===== config.mk =====
export PLATFORM = sky130hd
export DESIGN_NAME = tt_front
export DESIGN_NICKNAME = d
export VERILOG_FILES = /design/src/sv/tt_pkg.sv /design/src/sv/tt_front.sv
export SDC_FILE = /design/constraint.sdc
export NUM_CORES = 1
export LEC_CHECK = 0
export BUFFER_PORTS_ARGS = -buffer_cell sky130_fd_sc_hd__clkbuf_2
export CAP_MARGIN = 20
export CORE_MARGIN = 2
export CORE_UTILIZATION = 50
export DETAILED_ROUTE_END_ITERATION = 10
export PLACE_DENSITY = 0.88
export SYNTH_ARGS = -nofsm -noshare
export SYNTH_HDL_FRONTEND = slang
export SYNTH_SLANG_ARGS = --single-unit

===== constraint.sdc =====
create_clock -name clk -period 7.4 [get_ports clk]
set_clock_uncertainty 0.15 [all_clocks]
set_input_delay 1.48 -clock clk [delete_from_list [all_inputs] [get_ports clk]]
set_output_delay 1.48 -clock clk [all_outputs]
set_load 0.02 [all_outputs]

===== src/sv/tt_pkg.sv =====
// Shared types and constants for the transposition table.
`default_nettype none

package tt_pkg;

  localparam int HASH_W      = 64;
  localparam int SCORE_W     = 16;
  localparam int DEPTH_SHIFT = 2;
  localparam int QDEPTH      = 2;
  localparam int QPTR_W      = $clog2(QDEPTH);
  localparam int QCNT_W      = $clog2(QDEPTH + 1);

  localparam logic [SCORE_W-1:0] MISS_SCORE = SCORE_W'(1);

  localparam logic OP_LOOKUP = 1'b0;
  localparam logic OP_STORE  = 1'b1;

  typedef struct packed {
    logic               operation;
    logic [HASH_W-1:0]  board_hash;
    logic [SCORE_W-1:0] new_score;
  } in_word_t;

  typedef struct packed {
    logic [SCORE_W-1:0] found_score;
    logic               hit;
  } out_word_t;

  typedef struct packed {
    logic     valid;
    in_word_t word;
  } tt_head_t;

endpackage

`default_nettype wire


===== src/sv/tt_front.sv =====
// Front end: accepts input words into a short queue ahead of the table engine.
`default_nettype none

module tt_front (
  input  wire logic              clk,
  input  wire logic              rst_n,
  input  wire logic              in_valid,
  output logic                   in_stall,
  input  wire tt_pkg::in_word_t  in_word,
  input  wire logic              hold,
  output tt_pkg::tt_head_t       head,
  input  wire logic              pop
);

  tt_pkg::in_word_t               q_mem [0:tt_pkg::QDEPTH-1];
  logic [tt_pkg::QPTR_W-1:0]      wr_ptr_r, wr_ptr_nxt;
  logic [tt_pkg::QPTR_W-1:0]      rd_ptr_r, rd_ptr_nxt;
  logic [tt_pkg::QCNT_W-1:0]      cnt_r, cnt_nxt;
  logic                           push;
  logic                           do_pop;

  assign in_stall = hold || (cnt_r == tt_pkg::QCNT_W'(tt_pkg::QDEPTH));
  assign push     = in_valid && !in_stall;
  assign do_pop   = pop && (cnt_r != '0);

  assign head.valid = (cnt_r != '0);
  assign head.word  = q_mem[rd_ptr_r];

  always_comb begin
    wr_ptr_nxt = wr_ptr_r;
    rd_ptr_nxt = rd_ptr_r;
    cnt_nxt    = cnt_r;
    if (push) begin
      wr_ptr_nxt = (wr_ptr_r == tt_pkg::QPTR_W'(tt_pkg::QDEPTH - 1)) ? '0
                   : wr_ptr_r + tt_pkg::QPTR_W'(1);
    end
    if (do_pop) begin
      rd_ptr_nxt = (rd_ptr_r == tt_pkg::QPTR_W'(tt_pkg::QDEPTH - 1)) ? '0
                   : rd_ptr_r + tt_pkg::QPTR_W'(1);
    end
    if (push && !do_pop) begin
      cnt_nxt = cnt_r + tt_pkg::QCNT_W'(1);
    end else if (do_pop && !push) begin
      cnt_nxt = cnt_r - tt_pkg::QCNT_W'(1);
    end
  end

  always_ff @(posedge clk) begin
    if (!rst_n) begin
      wr_ptr_r <= '0;
      rd_ptr_r <= '0;
      cnt_r    <= '0;
    end else begin
      wr_ptr_r <= wr_ptr_nxt;
      rd_ptr_r <= rd_ptr_nxt;
      cnt_r    <= cnt_nxt;
    end
  end

  always_ff @(posedge clk) begin
    if (push) begin
      q_mem[wr_ptr_r] <= in_word;
    end
  end

endmodule

`default_nettype wire


# ---- Word level (Yosys, flattened, before mapping)
# Memory sizes are Yosys's and may differ from the RTL's. A register that Yosys moved wholly into a read port is not among the register bits.
# Cells that the tools add are included.
# Widths: inputs -> output; s select.
dict set report op_classes {
  eq_ne 1
  n_mux 8
  reduce_logical 10
  addsub 4
}
# operator count
set ops {}
lappend ops {{$mux 1} 6}
lappend ops {{$logic_and 1x1->1} 4}
lappend ops {{$mux 2} 2}
lappend ops {{$reduce_bool 2->1} 2}
lappend ops {{$logic_not 1->1} 3}
lappend ops {{$add 1x1->1 const B} 2}
lappend ops {{$add 2x1->2 const B} 1}
lappend ops {{$eq 2x2->1 const B} 1}
lappend ops {{$sub 2x1->2 const B} 1}
lappend ops {{$logic_or 1x1->1} 1}
dict set report word_totals {
  in_bits 86
  output_inout_bits 83
  elab_cells 27
  ramBits 162
  reg_bits 4
  memories 1
}
# memory depth width read_ports rd_ports_with_merged_regs wr line_no
set memory_table {}
lappend memory_table {q_mem 2 81 1 1 1 tt_front.sv:15} ;# tt_pkg::in_word_t q_mem [0:tt_pkg::QDEPTH-1];

# ---- Longest topological paths before layout
dict set report logic_depth {
  depth_word 8
  mapped_depth 6
  ltp_nobuf 6
}

# ---- Worst setup path before layout
# No wires, ideal clock.
dict set report synth_path {
  path_kind {input -> register}
  startpoint {input in_valid}
  endpoint {memory q_mem[0][0] (netlist bit), enable pin}
  required_ns 6.720
  path_buffers 0
  arrival_time_ns 5.415
  stages 3
  setup_time_ns 0.530
  path_slack_ns 1.305
  cell_sequence {nor2b_1 > and2_1 > nor2b_1}
}
dict set report synth_via {
  elab_chain_cells 3
}
# item line_no
set synth_rtl {}
lappend synth_rtl {{from (decl)} tt_front.sv:7} ;# input wire logic in_valid,
lappend synth_rtl {{$logic_and 1x1->1} tt_front.sv:23} ;# assign push = in_valid && !in_stall;
lappend synth_rtl {{named net push} tt_front.sv:19} ;# logic push;
lappend synth_rtl {{$mux 1} tt_front.sv:61} ;# if (push) begin
lappend synth_rtl {{$mux 1 (not written as such)} tt_front.sv:62} ;# q_mem[wr_ptr_r] <= in_word;
lappend synth_rtl {{to (decl)} tt_front.sv:15}
# The timed path passes the listed nets, and every way through them passes these cells.

==> run_results.csv <==
group,metric,value,unit
global_routing,grtUsageTotal,15.7,%
drt,detail_route.iter0.violations,190,
die,design.portCount,169,
synth,synth_top_area_share,80.0,%
placement,numPortBuffers,168,
layout,seq_area,4970,um^2
synth,ys_ff_latch,167,
sta,max-slew-margin-rel,62.7,%
placement,dp_hpwl,6560,um
sta,clock.fmax,278,MHz
critical_path,critPathCaptureType,"primary output",
die,dieArea,13100,um^2
critical_path,worst_setup_path_start_kind,"flop",
clock_tree,clk_latency,0.41,ns
global_routing,grt_overflow,0,
critical_path,crit_chain,"buf_12 > mux2_1 > clkbuf_2",
power_and_ir_drop,internal_power,0.00188,W
die,die_h,114,um
synth,synth_area_leaders,"edfxtp_1, mux2_1, dfxtp_1, buf_4, and2_1",
layout,layout.nets,547,
power_and_ir_drop,switching_share,27.8,%
layout,diodes,0,
sta,slew_viol_final,0,
synth,netlist_area,6080,um^2
drt,drc,0,
die,core_area,12000,um^2
clock_tree,cts_resized,0,
synth,synthTopCellsByCount,"edfxtp_1, mux2_1, buf_4",
clock_tree,path_clk_slew,0.06,ns
critical_path,crit_path_top_delay_cell,"dfxtp_4",
drt,drt-total-wl,10100,um
synth,syn_nets,365,
power_and_ir_drop,p_switching,0.000724,W
drt,wl_per_cell,16.3,um
sta,tightestPinTransition,0.559,ns
global_routing,grt_max_degree,82,
synth,synth_edf_count,162,
power_and_ir_drop,max-vdd-ir-drop,238,uV
layout,multi_input_area,1070,um^2
sta,min_period_over_period,48.7,%
sta,tns,0,ns
synth,synth_ff_type,"edfxtp_1",
power_and_ir_drop,p_comb_share,22.5,%
global_routing,antenna_found_initial,0,
clock_tree,numCtsBuffers,17,
critical_path,path_class,"flop to primary output",
layout,syn_to_final_growth,26.7,%
clock_tree,cts_hold_buf,0,
job,drv_cap,0,
power_and_ir_drop,p_per_area,339,nW/um^2
synth,syn_area_per_cell,21.9,um^2
synth,synth.most_common_cell,"edfxtp_1",
run_status,status,"completed",
synth,ys_async_sr_fraction,0,%
synth,synth_top_area_cell,"edfxtp_1",
power_and_ir_drop,clkPwrFrac,32.4,%
sta,setup_viol,0,
synth,ys_seq_area_share,81.6,%
die,num_rows,40,
critical_path,crit_fanout,44,
drt,vias,3125,
critical_path,critPathMaxStageDelay,0.68,ns
layout,drive_gt1_share,42.8,%
critical_path,cp_data_required_time,5.77,ns
drt,first_pass_iters,5,
clock_tree,root_buffer,"clkbuf_16",
hold_path,hold_class,"flop to flop",
drt,ant_nets,0,
synth,synth_cell_type_count,19,
sta,fin_crit,3.60,ns
global_routing,grt_pass1_wl,15100,um
clock_tree,cts_setup_buffers,0,
drt,viasPerCell,5.05,
critical_path,worstPathArrival,1.97,ns
clock_tree,h-tree-depth,4,
sta,rsz0062_at_grt,"no",
placement,gp_congestion,0.719,
clock_tree,clock_sinks,167,
synth,yosysWarnings,0,
power_and_ir_drop,p_seq_share,45.2,%
clock_tree,cts_tree,"done",
clock_tree,cts.path.max_buffers,2,
synth,synthCells,278,
power_and_ir_drop,leakage,2.91,nW
global_routing,grt_pass1_vias,3098,
layout,fillers,806,
die,start_util,50.9,%
power_and_ir_drop,total_power,0.00261,W
die,die_x,114,um
sta,finalHoldViolCount,0,
==> cells by family after synthesis <==
group	count (synthesis)	synth area share [%]
DFF	167	81.6
muxes	81	15.0
and+or+nand+nor	13	1.34
buffers and inverters	9	1.07
AOI/OAI and AO/OA	4	0.370
xor gates and xnor gates	3	0.432
adders and majority gates	1	0.206
==> worst paths after layout <==
check	start	end	slack, ns	cells after the start
setup / recovery	flop	head[57]	3.80	3
hold / removal	wr_ptr_r	wr_ptr_r	0.38	2
setup reg to reg	cnt_r[0]	q_mem[0][22]	4.98	5
hold reg to reg	wr_ptr_r	wr_ptr_r	0.38	2
==> layer usage <==
layer	global-route usage, %	up-vias	part of all wire [%]
li1	-	1470	-
met1	18.4	1517	41
met2	26.3	121	51
met3	5.45	17	6.6
met4	7.40	0	1.9
met5	0	-	0
==> power by group through the flow <==
stage,registers (W),logic [W],clock network (W)
final,0.00118,0.000586,0.000844
after floorplan,0.00117,0.000430,0
after detailed placement,0.00124,0.000545,0
after global placement,0.00123,0.000535,0
after CTS,0.00122,0.000549,0.000864
after global routing,0.00119,0.000627,0.000901
==> area by class of cell <==
| type | instances | area share (%) |
|---|---|---|
| flip-flops and latches | 167 | 64.5 |
| multi-input cells | 102 | 13.8 |
| repair buffers | 172 | 11.9 |
| clock buffers | 21 | 5.72 |
| well taps | 147 | 2.39 |
| clock inverters | 10 | 1.69 |
==> registers in the layout (all words and copies together), names as in the netlist, named ones only <==
register,count
rd_ptr_r,1
wr_ptr_r,1
cnt_r,2
q_mem,162
==> through the flow <==
stage | cells | hold WS [ns] | utilization [%] | setup slack [ns] | cell area (um^2)
2_1_floorplan | 278 | 0.295 | - | 1.30 | 6080
3_3_place_gp | 585 | 0.344 | 59.1 | 3.37 | 7070
3_5_place_dp | 585 | 0.372 | 59.1 | 3.25 | 7070
4_1_cts | 616 | 0.378 | 63.9 | 3.63 | 7640
5_1_grt | 619 | 0.409 | 64.4 | 3.66 | 7710
6_report | 619 | 0.376 | 64.4 | 3.80 | 7710
==> cells in the final DEF, fill, tap and decap left out, drive strengths merged, types with 3 or more instances in the layout <==
master / instances
and2: 4
buf: 4
bufinv: 3
clkbuf: 189
clkinv: 6
dfxtp: 5
edfxtp: 162
mux2: 81
o21ai: 3
==> worst max-delay path, delay by kind of cell, from the launching register on <==
family | cells | cell delay [ns]
buffers and inverters | 2 | 0.48
muxes | 1 | 0.36
DFF | 1 | 0.68
(Power assumes the default switching activity.)
